### config.mk
export PLATFORM = sky130hd
export DESIGN_NAME = sparse_polynomial_adder
export DESIGN_NICKNAME = d
export VERILOG_FILES = /design/src/hw/rtl/spa_pkg.sv /design/src/hw/rtl/spa_ram.sv /design/src/hw/rtl/spa_step.sv /design/src/hw/rtl/sparse_polynomial_adder.sv
export SDC_FILE = /design/constraint.sdc
export NUM_CORES = 1
export LEC_CHECK = 0
export BUFFER_PORTS_ARGS = -buffer_cell sky130_fd_sc_hd__buf_2
export CAP_MARGIN = 20
export CORE_ASPECT_RATIO = 0.75
export CORE_MARGIN = 5
export CORE_UTILIZATION = 40
export DETAILED_ROUTE_END_ITERATION = 10
export PLACE_DENSITY_LB_ADDON = 0.2
export SETUP_SLACK_MARGIN = 0.2
export SLEW_MARGIN = 10
export SYNTH_ARGS = -nofsm -noshare
export SYNTH_HDL_FRONTEND = slang
export SYNTH_SLANG_ARGS = --single-unit
### constraint.sdc
create_clock -name clk_i -period 4.41 [get_ports clk_i]
set_clock_uncertainty 0.1 [all_clocks]
set_input_delay 0.2205 -clock clk_i [delete_from_list [all_inputs] [get_ports clk_i]]
set_output_delay 0.2205 -clock clk_i [all_outputs]
set_load 0.02 [all_outputs]
### src/hw/rtl/spa_pkg.sv
package spa_pkg;

  localparam int MAX_TERMS   = 16;
  localparam int MAX_RESULTS = 32;

  localparam int COEFF_W = 16;
  localparam int EXP_W   = 8;
  localparam int SUM_W   = COEFF_W + 1;
  localparam int WORD_W  = COEFF_W + EXP_W;

  localparam int ADDR_W = (MAX_TERMS > 1) ? $clog2(MAX_TERMS) : 1;
  localparam int CNT_W  = $clog2(MAX_TERMS + 1);
  localparam int RES_W  = $clog2(MAX_RESULTS + 1);

  typedef enum logic [1:0] {
    CMD_LOAD_FIRST  = 2'd0,
    CMD_LOAD_SECOND = 2'd1,
    CMD_START       = 2'd2
  } cmd_e;

  typedef enum logic [1:0] {
    ST_IDLE,
    ST_FETCH,
    ST_STEP,
    ST_FLUSH
  } state_e;

  typedef struct packed {
    logic                    take_a;
    logic                    take_b;
    logic                    emit;
    logic signed [SUM_W-1:0] coeff;
    logic [EXP_W-1:0]        exp;
  } step_t;

endpackage

### src/hw/rtl/spa_ram.sv
module spa_ram #(
  parameter int WIDTH = 24,
  parameter int DEPTH = 16,
  localparam int AW = (DEPTH > 1) ? $clog2(DEPTH) : 1
) (
  input  logic             clk_i,
  input  logic             we_i,
  input  logic [AW-1:0]    waddr_i,
  input  logic [WIDTH-1:0] wdata_i,
  input  logic [AW-1:0]    raddr_i,
  output logic [WIDTH-1:0] rdata_o
);

  logic [WIDTH-1:0] mem_q [DEPTH];
  logic [WIDTH-1:0] rdata_q;

  always_ff @(posedge clk_i) begin
    if (we_i) begin
      mem_q[waddr_i] <= wdata_i;
    end
    rdata_q <= mem_q[raddr_i];
  end

  assign rdata_o = rdata_q;

endmodule

### src/hw/rtl/spa_step.sv
module spa_step import spa_pkg::*; (
  input  logic                      a_valid_i,
  input  logic                      b_valid_i,
  input  logic signed [COEFF_W-1:0] a_coeff_i,
  input  logic [EXP_W-1:0]          a_exp_i,
  input  logic signed [COEFF_W-1:0] b_coeff_i,
  input  logic [EXP_W-1:0]          b_exp_i,
  output step_t                     step_o
);

  logic signed [SUM_W-1:0] a_ext;
  logic signed [SUM_W-1:0] b_ext;
  logic signed [SUM_W-1:0] sum;

  assign a_ext = {a_coeff_i[COEFF_W-1], a_coeff_i};
  assign b_ext = {b_coeff_i[COEFF_W-1], b_coeff_i};
  assign sum   = a_ext + b_ext;

  always_comb begin
    step_o = '0;
    if (!b_valid_i || (a_valid_i && (a_exp_i < b_exp_i))) begin
      step_o.take_a = 1'b1;
      step_o.emit   = 1'b1;
      step_o.coeff  = a_ext;
      step_o.exp    = a_exp_i;
    end else if (!a_valid_i || (b_exp_i < a_exp_i)) begin
      step_o.take_b = 1'b1;
      step_o.emit   = 1'b1;
      step_o.coeff  = b_ext;
      step_o.exp    = b_exp_i;
    end else begin
      // equal exponents: add, drop on zero
      step_o.take_a = 1'b1;
      step_o.take_b = 1'b1;
      step_o.emit   = (sum != '0);
      step_o.coeff  = sum;
      step_o.exp    = a_exp_i;
    end
  end

endmodule

### src/hw/rtl/sparse_polynomial_adder.sv
// Channel  Direction  Handshake                Payload
// in       request    in_valid_i / in_stall_o  command_i, term_coeff_i, term_exp_i
// out      result     out_valid_o / out_stall_i
//                                              sum_coeff_o, sum_exp_o, is_last_o,
//                                              is_zero_o, dropped_o
//
// A load request writes one term into its store, or sets the overflow flag when the store is
// full. A start request walks both stores through one compare/add unit; each merge step is a
// registered store read (ST_FETCH), then a compare (ST_STEP), and ST_FLUSH emits the final result.
// One result is held back so the final one can carry is_last.
// Reset empties both stores and clears the overflow flag.
// in_stall_o is high for the whole merge; out_stall_i pauses the merge.
module sparse_polynomial_adder import spa_pkg::*; (
  input  logic                      clk_i,
  input  logic                      rst_ni,
  input  logic                      in_valid_i,
  output logic                      in_stall_o,
  input  logic [1:0]                command_i,
  input  logic signed [COEFF_W-1:0] term_coeff_i,
  input  logic [EXP_W-1:0]          term_exp_i,
  output logic                      out_valid_o,
  input  logic                      out_stall_i,
  output logic signed [SUM_W-1:0]   sum_coeff_o,
  output logic [EXP_W-1:0]          sum_exp_o,
  output logic                      is_last_o,
  output logic                      is_zero_o,
  output logic                      dropped_o
);

  state_e state_q, state_d;

  logic [CNT_W-1:0] first_count_q, first_count_d;
  logic [CNT_W-1:0] second_count_q, second_count_d;
  logic             overflow_q, overflow_d;
  logic [CNT_W-1:0] i_q, i_d;
  logic [CNT_W-1:0] j_q, j_d;
  logic [RES_W-1:0] n_q, n_d;

  logic                    pend_valid_q, pend_valid_d;
  logic signed [SUM_W-1:0] pend_coeff_q, pend_coeff_d;
  logic [EXP_W-1:0]        pend_exp_q, pend_exp_d;

  logic                    out_valid_q, out_valid_d;
  logic signed [SUM_W-1:0] out_coeff_q, out_coeff_d;
  logic [EXP_W-1:0]        out_exp_q, out_exp_d;
  logic                    out_last_q, out_last_d;
  logic                    out_zero_q, out_zero_d;
  logic                    out_drop_q, out_drop_d;

  logic              in_accept;
  logic              out_free;
  logic              we_first;
  logic              we_second;
  logic [WORD_W-1:0] wdata;
  logic [WORD_W-1:0] first_rdata;
  logic [WORD_W-1:0] second_rdata;
  logic              a_valid;
  logic              b_valid;
  step_t             step;

  assign in_stall_o = (state_q != ST_IDLE);
  assign in_accept  = in_valid_i && !in_stall_o;
  assign out_free   = !out_valid_q || !out_stall_i;
  assign wdata      = {term_coeff_i, term_exp_i};

  spa_ram #(.WIDTH(WORD_W), .DEPTH(MAX_TERMS)) u_first_ram (
    .clk_i   (clk_i),
    .we_i    (we_first),
    .waddr_i (first_count_q[ADDR_W-1:0]),
    .wdata_i (wdata),
    .raddr_i (i_q[ADDR_W-1:0]),
    .rdata_o (first_rdata)
  );

  spa_ram #(.WIDTH(WORD_W), .DEPTH(MAX_TERMS)) u_second_ram (
    .clk_i   (clk_i),
    .we_i    (we_second),
    .waddr_i (second_count_q[ADDR_W-1:0]),
    .wdata_i (wdata),
    .raddr_i (j_q[ADDR_W-1:0]),
    .rdata_o (second_rdata)
  );

  assign a_valid = (i_q < first_count_q);
  assign b_valid = (j_q < second_count_q);

  spa_step u_step (
    .a_valid_i (a_valid),
    .b_valid_i (b_valid),
    .a_coeff_i (first_rdata[WORD_W-1:EXP_W]),
    .a_exp_i   (first_rdata[EXP_W-1:0]),
    .b_coeff_i (second_rdata[WORD_W-1:EXP_W]),
    .b_exp_i   (second_rdata[EXP_W-1:0]),
    .step_o    (step)
  );

  always_ff @(posedge clk_i or negedge rst_ni) begin
    if (!rst_ni) begin
      state_q        <= ST_IDLE;
      first_count_q  <= '0;
      second_count_q <= '0;
      overflow_q     <= 1'b0;
      i_q            <= '0;
      j_q            <= '0;
      n_q            <= '0;
      pend_valid_q   <= 1'b0;
      out_valid_q    <= 1'b0;
    end else begin
      state_q        <= state_d;
      first_count_q  <= first_count_d;
      second_count_q <= second_count_d;
      overflow_q     <= overflow_d;
      i_q            <= i_d;
      j_q            <= j_d;
      n_q            <= n_d;
      pend_valid_q   <= pend_valid_d;
      out_valid_q    <= out_valid_d;
    end
  end

  always_ff @(posedge clk_i) begin
    pend_coeff_q <= pend_coeff_d;
    pend_exp_q   <= pend_exp_d;
    out_coeff_q  <= out_coeff_d;
    out_exp_q    <= out_exp_d;
    out_last_q   <= out_last_d;
    out_zero_q   <= out_zero_d;
    out_drop_q   <= out_drop_d;
  end

  always_comb begin
    state_d        = state_q;
    first_count_d  = first_count_q;
    second_count_d = second_count_q;
    overflow_d     = overflow_q;
    i_d            = i_q;
    j_d            = j_q;
    n_d            = n_q;
    pend_valid_d   = pend_valid_q;
    pend_coeff_d   = pend_coeff_q;
    pend_exp_d     = pend_exp_q;
    out_valid_d    = out_valid_q && out_stall_i;
    out_coeff_d    = out_coeff_q;
    out_exp_d      = out_exp_q;
    out_last_d     = out_last_q;
    out_zero_d     = out_zero_q;
    out_drop_d     = out_drop_q;
    we_first       = 1'b0;
    we_second      = 1'b0;

    unique case (state_q)
      ST_IDLE: begin
        if (in_accept) begin
          unique case (cmd_e'(command_i))
            CMD_LOAD_FIRST: begin
              if (first_count_q < CNT_W'(MAX_TERMS)) begin
                we_first      = 1'b1;
                first_count_d = first_count_q + 1'b1;
              end else begin
                overflow_d = 1'b1;
              end
            end
            CMD_LOAD_SECOND: begin
              if (second_count_q < CNT_W'(MAX_TERMS)) begin
                we_second      = 1'b1;
                second_count_d = second_count_q + 1'b1;
              end else begin
                overflow_d = 1'b1;
              end
            end
            CMD_START: begin
              i_d = '0;
              j_d = '0;
              n_d = '0;
              if (first_count_q == '0 && second_count_q == '0) begin
                state_d = ST_FLUSH;
              end else begin
                state_d = ST_FETCH;
              end
            end
            default: ;
          endcase
        end
      end
      ST_FETCH: begin
        state_d = ST_STEP;
      end
      ST_STEP: begin
        if (!pend_valid_q || out_free) begin
          i_d = i_q + CNT_W'(step.take_a);
          j_d = j_q + CNT_W'(step.take_b);
          if (step.emit) begin
            n_d          = n_q + 1'b1;
            pend_valid_d = 1'b1;
            pend_coeff_d = step.coeff;
            pend_exp_d   = step.exp;
            if (pend_valid_q) begin
              out_valid_d = 1'b1;
              out_coeff_d = pend_coeff_q;
              out_exp_d   = pend_exp_q;
              out_last_d  = 1'b0;
              out_zero_d  = 1'b0;
              out_drop_d  = overflow_q;
            end
          end
          if ((i_d >= first_count_q && j_d >= second_count_q) ||
              n_d == RES_W'(MAX_RESULTS)) begin
            state_d = ST_FLUSH;
          end else begin
            state_d = ST_FETCH;
          end
        end
      end
      ST_FLUSH: begin
        if (out_free) begin
          out_valid_d    = 1'b1;
          out_last_d     = 1'b1;
          out_drop_d     = overflow_q;
          out_zero_d     = !pend_valid_q;
          out_coeff_d    = pend_valid_q ? pend_coeff_q : '0;
          out_exp_d      = pend_valid_q ? pend_exp_q : '0;
          pend_valid_d   = 1'b0;
          first_count_d  = '0;
          second_count_d = '0;
          overflow_d     = 1'b0;
          state_d        = ST_IDLE;
        end
      end
      default: state_d = ST_IDLE;
    endcase
  end

  assign out_valid_o = out_valid_q;
  assign sum_coeff_o = out_coeff_q;
  assign sum_exp_o   = out_exp_q;
  assign is_last_o   = out_last_q;
  assign is_zero_o   = out_zero_q;
  assign dropped_o   = out_drop_q;

`ifndef SYNTH
  a_zero_is_last: assert property (@(posedge clk_i) disable iff (!rst_ni)
    out_valid_o && is_zero_o |-> is_last_o)
    else $error("empty-sum result not marked last");

  a_idle_no_pending: assert property (@(posedge clk_i) disable iff (!rst_ni)
    state_q == ST_IDLE |-> !pend_valid_q)
    else $error("held result left over after merge");

  a_ptr_bound: assert property (@(posedge clk_i) disable iff (!rst_ni)
    i_q <= first_count_q || state_q == ST_IDLE)
    else $error("first read pointer past fill count");

  a_count_bound: assert property (@(posedge clk_i) disable iff (!rst_ni)
    first_count_q <= CNT_W'(MAX_TERMS) && second_count_q <= CNT_W'(MAX_TERMS))
    else $error("store fill count beyond capacity");

  a_start_stalls: assert property (@(posedge clk_i) disable iff (!rst_ni)
    in_accept && command_i == CMD_START |=> in_stall_o)
    else $error("input not stalled after start request");
`endif

endmodule

==> results of run 1 <==
## cells by family after synthesis
logic type	after synthesis
AOI/OAI and AO/OA	141
xor gates and xnor gates	22
adders and majority gates	60
buffers and inverters	108
DFF	900
muxes	263
and+or+nand+nor	221
## area by class of cell
class	count	area, um^2
multi-input cells	707	8860
inverters	36	135
flip-flops and latches	900	26400
repair buffers	149	1120
clock inverters	42	348
diodes	2	5.00
well taps	1152	1440
fillers	7326	46900
clock buffers	120	2500
## path summary, 6_finish.rpt
kind / start / end / slack [ps] / cells past startpoint
worst max-delay path: u_first_ram.rdata_o[8] / is_last_o / 410 / 13
worst max register to register: u_first_ram.rdata_o[8] / is_last_o / 410 / 13
worst min register to register: overflow_q / dropped_o / 370 / 0
max in group asynchronous: rst_ni / j_q[1] / 3480 / 2
worst min-delay path: term_coeff_i[14] / u_first_ram.mem_q[10][22] / 30 / 1
min in group asynchronous: rst_ni / out_valid_o / 110 / 2
## registers in the layout, summed over array words and instances (netlist names), 2 cells and up
register,flops
pend_coeff_q,17
j_q,5
u_first_ram.rdata_o,24
sum_exp_o,8
state_q,2
second_count_q,5
u_second_ram.rdata_o,24
u_first_ram.mem_q,384
n_q,6
i_q,5
sum_coeff_o,17
first_count_q,5
u_second_ram.mem_q,384
pend_exp_q,8
## synthesized netlist by cell type, types with 2 or more instances
library cell	n	area share
o211ai_1	4	0.00085
clkbuf_1	54	0.0057
nand4_1	7	0.0012
mux4_2	240	0.15
mux2_2	8	0.0025
nand2b_1	10	0.0018
a31oi_1	5	0.00088
dfxtp_1	48	0.027
buf_2	3	0.00042
nor2b_1	3	0.00053
a211oi_1	5	0.0011
nand3_1	20	0.0028
o31a_1	2	0.00049
dfrtp_1	31	0.022
buf_6	2	0.00064
xnor2_1	15	0.0037
ha_1	59	0.021
mux2i_1	15	0.0042
nor4_2	2	0.00071
and3_1	5	0.00088
o21ai_0	42	0.0059
buf_1	13	0.0014
nor3_1	12	0.0017
and2_1	28	0.0049
a21o_1	2	0.00042
nor2_1	73	0.0077
nand2_1	51	0.0054
a21oi_1	42	0.0059
o21bai_1	4	0.00085
a211oi_2	3	0.0011
inv_1	36	0.0038
xor2_1	7	0.0017
nor4_1	2	0.00035
a22o_1	7	0.0017
o21a_1	9	0.0019
edfxtp_1	821	0.70
## critical path: stages (launching register included)
cell and delay (ps):
dfxtp_1 310, ha_1 230, fa_1 420, a211o_1 380, a21oi_4 230, a21oi_1 200, xnor2_1 200, or3b_1 420
nor4_2 230, and3_1 260, nand2b_1 230, o22ai_1 90, and2_1 180, buf_6 210
## layout by cell type, fill, tap and decap left out, types with 48 or more instances in the layout
cell type  Yosys  layout
edfxtp_1     821     821
mux4_2       240     240
clkbuf_16      0      92
dfxtp_1       48      48
nand2_1       51      51
ha_1          59      59
buf_2          3      59
buf_4          0      58
## through the flow
step	cells	cell area (um^2)
finish	3108	40800
detailed placement	2918	37700
CTS	3104	40800
floorplan	1715	35400
global placement	2918	37700
global route	3108	40800
## per-layer routing
| metal | track usage | vias to the layer above | wire (um) |
|---|---|---|---|
| met5 | 0 | - | 0 |
| met4 | 0.0297 | 0 | 1190 |
| met3 | 0.0395 | 95 | 5260 |
| met2 | 0.252 | 551 | 35400 |
| met1 | 0.274 | 9180 | 39800 |
| li1 | - | 7396 | - |
## where the power goes
part	leakage, nW	internal, mW	switching [mW]	total, mW
Clock	1.39	4.17	3.17	7.34
Sequential	8.20	10.0	0.355	10.4
Combinational	3.44	2.29	3.26	5.55
## timing repair
action / CTS / global route
setup buffers: 0 / 2
hold buffers: 24 / 0
endpoints found under the setup margin: 0 / 29
endpoints found under the hold margin: 610 / 0
resized for setup: 0 / 2
==> flow_summary.json, run 1 <==
{
  "rsz0062_at_grt": "no",
  "clk_pin_slew_worst_paths_ps": 60,
  "worst_setup_path_end_kind": "flop",
  "power_density_nw_per_um2": 570,
  "tightest_slew_ps": 943,
  "nNetsFinal": 1972,
  "grt_pass1_wl_um": 121000,
  "crit_path_start_kind": "flop",
  "die_w_um": 354,
  "synth_cell_types": 61,
  "fin_crit_sh": 0.907,
  "max_freq_ghz": 0.250,
  "ant_nets": 0,
  "dieArea_um2": 94600,
  "muxShareOfSynthArea": 0.159,
  "crit_required_ps": 4670,
  "final.min_clock_period_ps": 4000,
  "post-dp-hpwl_um": 48400,
  "netlist_area_um2": 35400,
  "arrival_ps": 4260,
  "ys.flop_type": "edfxtp_1",
  "setup_tns_ps": 0,
  "finalSetupViolations": 0,
  "gr-usage-all-layers": 0.174,
  "clockBufferDepth": 3,
  "synth_top_family_by_area": "multiplexers",
  "initialDrtViolationCount": 1670,
  "post_synth_inst_count": 1715,
  "cts.sinks": 900,
  "synth_fa_ha_area_frac": 0.0214,
  "min-delay-path-class": "in2reg",
  "globalRouteOverflowTotal": 0,
  "grt_max_degree": 99,
  "ir_worst_vdd_mv": 0.346,
  "finalPower_mw": 23.3,
  "numCtsBuffers": 88,
  "synth_xor_area_frac": 0.00544,
  "wl_per_cell_um": 26.3,
  "io_pins": 60,
  "fin_ws_ps": 410,
  "synth_seq_cells": 900,
  "coreArea_um2": 87700,
  "fin_util": 0.465,
  "maxCapViolations": 0,
  "avgSynthCellArea_um2": 20.6,
  "syn-num-nets": 1805,
  "root_buffer": "clkbuf_16",
  "p_leak_nw": 13.0,
  "status": "completed",
  "grt_pass1_vias": 17500,
  "cts_tree": "built",
  "hold_viol": 0,
  "portBuffers": 59,
  "slew_headroom": 0.370,
  "path_class": "reg2reg",
  "ys_seq_area_frac": 0.745,
  "path_max_fanout": 28,
  "die_h_um": 268,
  "dr.pass1.iters": 6,
  "drive_gt1_frac": 0.285,
  "gp_congestion": 0.823,
  "syn_to_final_growth_pct": 15.3,
  "antenna_found_initial": 5,
  "synth-compound-area-share": 0.0264,
  "synth_edf_count": 821,
  "hold-worst-slack_ps": 27.7,
  "initial_core_util": 0.404,
  "pre_cts_ws_ps": 362,
  "synth-simple-area-share": 0.0301,
  "async_flop_share": 0.0344,
  "via_per_inst": 5.54,
  "drc": 0,
  "drv_slew": 0,
  "h-tree-depth": 3,
  "vias": 17200,
  "finalWirelength_um": 81700,
  "yosys_warnings": 0,
  "clk_latency_ps": 650,
  "rows": 94
}
(Power assumes the default switching activity.)
==> run 2: changes to the inputs <==
==> constraint.sdc (replaced) <==
create_clock -name clk_i -period 4.41 [get_ports clk_i]
set_clock_uncertainty 0.1 [all_clocks]
set_input_delay 0.441 -clock clk_i [delete_from_list [all_inputs] [get_ports clk_i]]
set_output_delay 0.441 -clock clk_i [all_outputs]
set_load 0.02 [all_outputs]
==> flow_summary.json, run 2 (synthesis gave the netlist of run 1 again) <==
{
  "gp_congestion": 0.823,
  "layout.cells.non_filler": 3084,
  "drv_slew": 0,
  "status": "completed",
  "clockPowerShare": 0.316,
  "antenna_found_initial": 6,
  "vias": 17100,
  "slew_headroom": 0.351,
  "dieArea_um2": 94600,
  "setup_tns_ps": 0,
  "final.min_clock_period_ps": 4030,
  "die_w_um": 354,
  "post-dp-hpwl_um": 48400,
  "placed_cell_area_um2": 37700,
  "cp_cell_sequence": "ha_1 -> fa_1 -> a211o_1 -> a21oi_4 -> a21oi_1 -> xnor2_1 -> or3b_1 -> nor4_2 -> and3_1 -> nand2b_2 -> o22ai_1 -> and2_1 -> buf_4",
  "worst_setup_path_end_kind": "flop",
  "drc": 0,
  "nNetsFinal": 1949,
  "tightest_slew_ps": 971,
  "hp-start": "out_stall_i",
  "seq_power_share": 0.446,
  "hold_viol": 0,
  "h-tree-depth": 3,
  "power.internal_mw": 16.5,
  "place_inst": 2918,
  "crit_path_start_kind": "flop",
  "grt_pass1_wl_um": 120000,
  "portBuffers": 59,
  "fin_crit_sh": 0.913,
  "syn_to_final_growth_pct": 14.6,
  "power_density_nw_per_um2": 573,
  "max_freq_ghz": 0.248,
  "dr.pass1.iters": 5,
  "clk_pin_slew_worst_paths_ps": 60,
  "globalRouteOverflowTotal": 0,
  "finalSetupViolations": 0,
  "drive_gt1_frac": 0.289,
  "max_stage_delay_ps": 420,
  "wl_per_cell_um": 26.5,
  "p_comb_frac": 0.238,
  "finalWirelength_um": 81700,
  "path_class": "reg2reg",
  "reg2reg_from": "u_first_ram.rdata_o[8]",
  "numCtsBuffers": 88,
  "timing.critical_path.from": "u_first_ram.rdata_o[8]",
  "maxCapViolations": 0,
  "final_common_cell": "edfxtp_1",
  "clk_latency_ps": 650,
  "grt_pass1_vias": 17300,
  "arrival_ps": 4270,
  "root_buffer": "clkbuf_16",
  "io_pins": 60,
  "die_h_um": 268,
  "coreArea_um2": 87700,
  "initialDrtViolationCount": 1722,
  "fin_ws_ps": 383,
  "p_sw_mw": 6.79,
  "ir_worst_vdd_mv": 0.346,
  "rows": 94,
  "min-delay-path-class": "in2reg",
  "top_regs": "u_first_ram.mem_q (384), u_second_ram.mem_q (384)",
  "rsz0062_at_grt": "no",
  "crit_required_ps": 4660,
  "final_cell_area_um2": 40600,
  "p_sw_frac": 0.292,
  "cts.sinks": 900,
  "cts_tree": "built",
  "initial_core_util": 0.404,
  "pre_cts_ws_ps": 362,
  "grt_max_degree": 99,
  "fin_util": 0.463,
  "critPathSlowestCell": "or3b_1",
  "p_leak_nw": 12.9,
  "path_max_fanout": 28,
  "gr-usage-all-layers": 0.174,
  "clockBufferDepth": 3,
  "mostFrequentLayoutCells": "821 x edfxtp_1, 240 x mux4_2, 92 x clkbuf_16",
  "ant_nets": 0,
  "via_per_inst": 5.55
}
-- run 2: changes by cell type in the layout (fill, tap and decap cells not counted) --
cell	previous run	this run
dlygate4sd3_1	24	1
buf_4	58	59
nand2b_2	0	1
buf_6	1	0
diode_2	2	1
nand2b_1	10	9
-- run 2: path summary, 6_finish.rpt --
check                                  to  slack, ps  cells past startpoint
setup / recovery           sum_coeff_o[6]        380                     13
hold / removal                out_valid_o        150                      3
setup reg to reg           sum_coeff_o[6]        380                     13
hold reg to reg                 dropped_o        370                      0
max in group asynchronous          j_q[0]       3270                      2
min in group asynchronous     out_valid_o        330                      2
-- run 2: power groups by stage --
stage | Sequential [mW] | Clock, mW | Combinational [mW]
after detailed placement | 10.5 | 0 | 5.47
after floorplan | 10.5 | 0 | 3.70
after global routing | 10.4 | 7.90 | 6.02
final | 10.4 | 7.34 | 5.53
after CTS | 10.4 | 7.53 | 5.50
after global placement | 10.5 | 0 | 5.41
-- run 2: cell type report --
cell class	instances	area (um^2)
antenna	1	2.50
inverter	36	135
clock inverter	42	348
clock buffer	120	2500
timing repair buffer	126	888
multi-input combinational	707	8860
tap	1152	1440
sequential	900	26400
fill	7348	47200
-- run 2: layer usage --
| metal | vias to the layer above | part of all wire | track usage |
|---|---|---|---|
| li1 | 7343 | - | - |
| met1 | 9156 | 0.49 | 0.274 |
| met2 | 526 | 0.43 | 0.252 |
| met3 | 94 | 0.064 | 0.0381 |
| met4 | 4 | 0.014 | 0.0296 |
| met5 | - | 0.00032 | 0 |
-- run 2: critical path: cells and delay by family, from the launching register on --
kind / cells / cell delay, ps
adders and majority gates: 2 / 640
DFF: 1 / 310
xor gates and xnor gates: 1 / 210
and+or+nand+nor: 5 / 1270
buffers and inverters: 1 / 270
AOI/OAI and AO/OA: 4 / 890
-- run 2: what timing repair did --
item                                   CTS  global route
endpoints found under the hold margin   31             0
setup endpoints to repair                0            29
hold buffers                             1             0
gates resized for setup                  0             2
buffers inserted                         0             2
-- run 2: metrics by stage --
stage	hold WS, ps	power [mW]
final	152	23.2
after global routing	131	24.3
after CTS	106	23.4
after detailed placement	365	16.0
after global placement	335	15.9
after floorplan	45.4	14.2
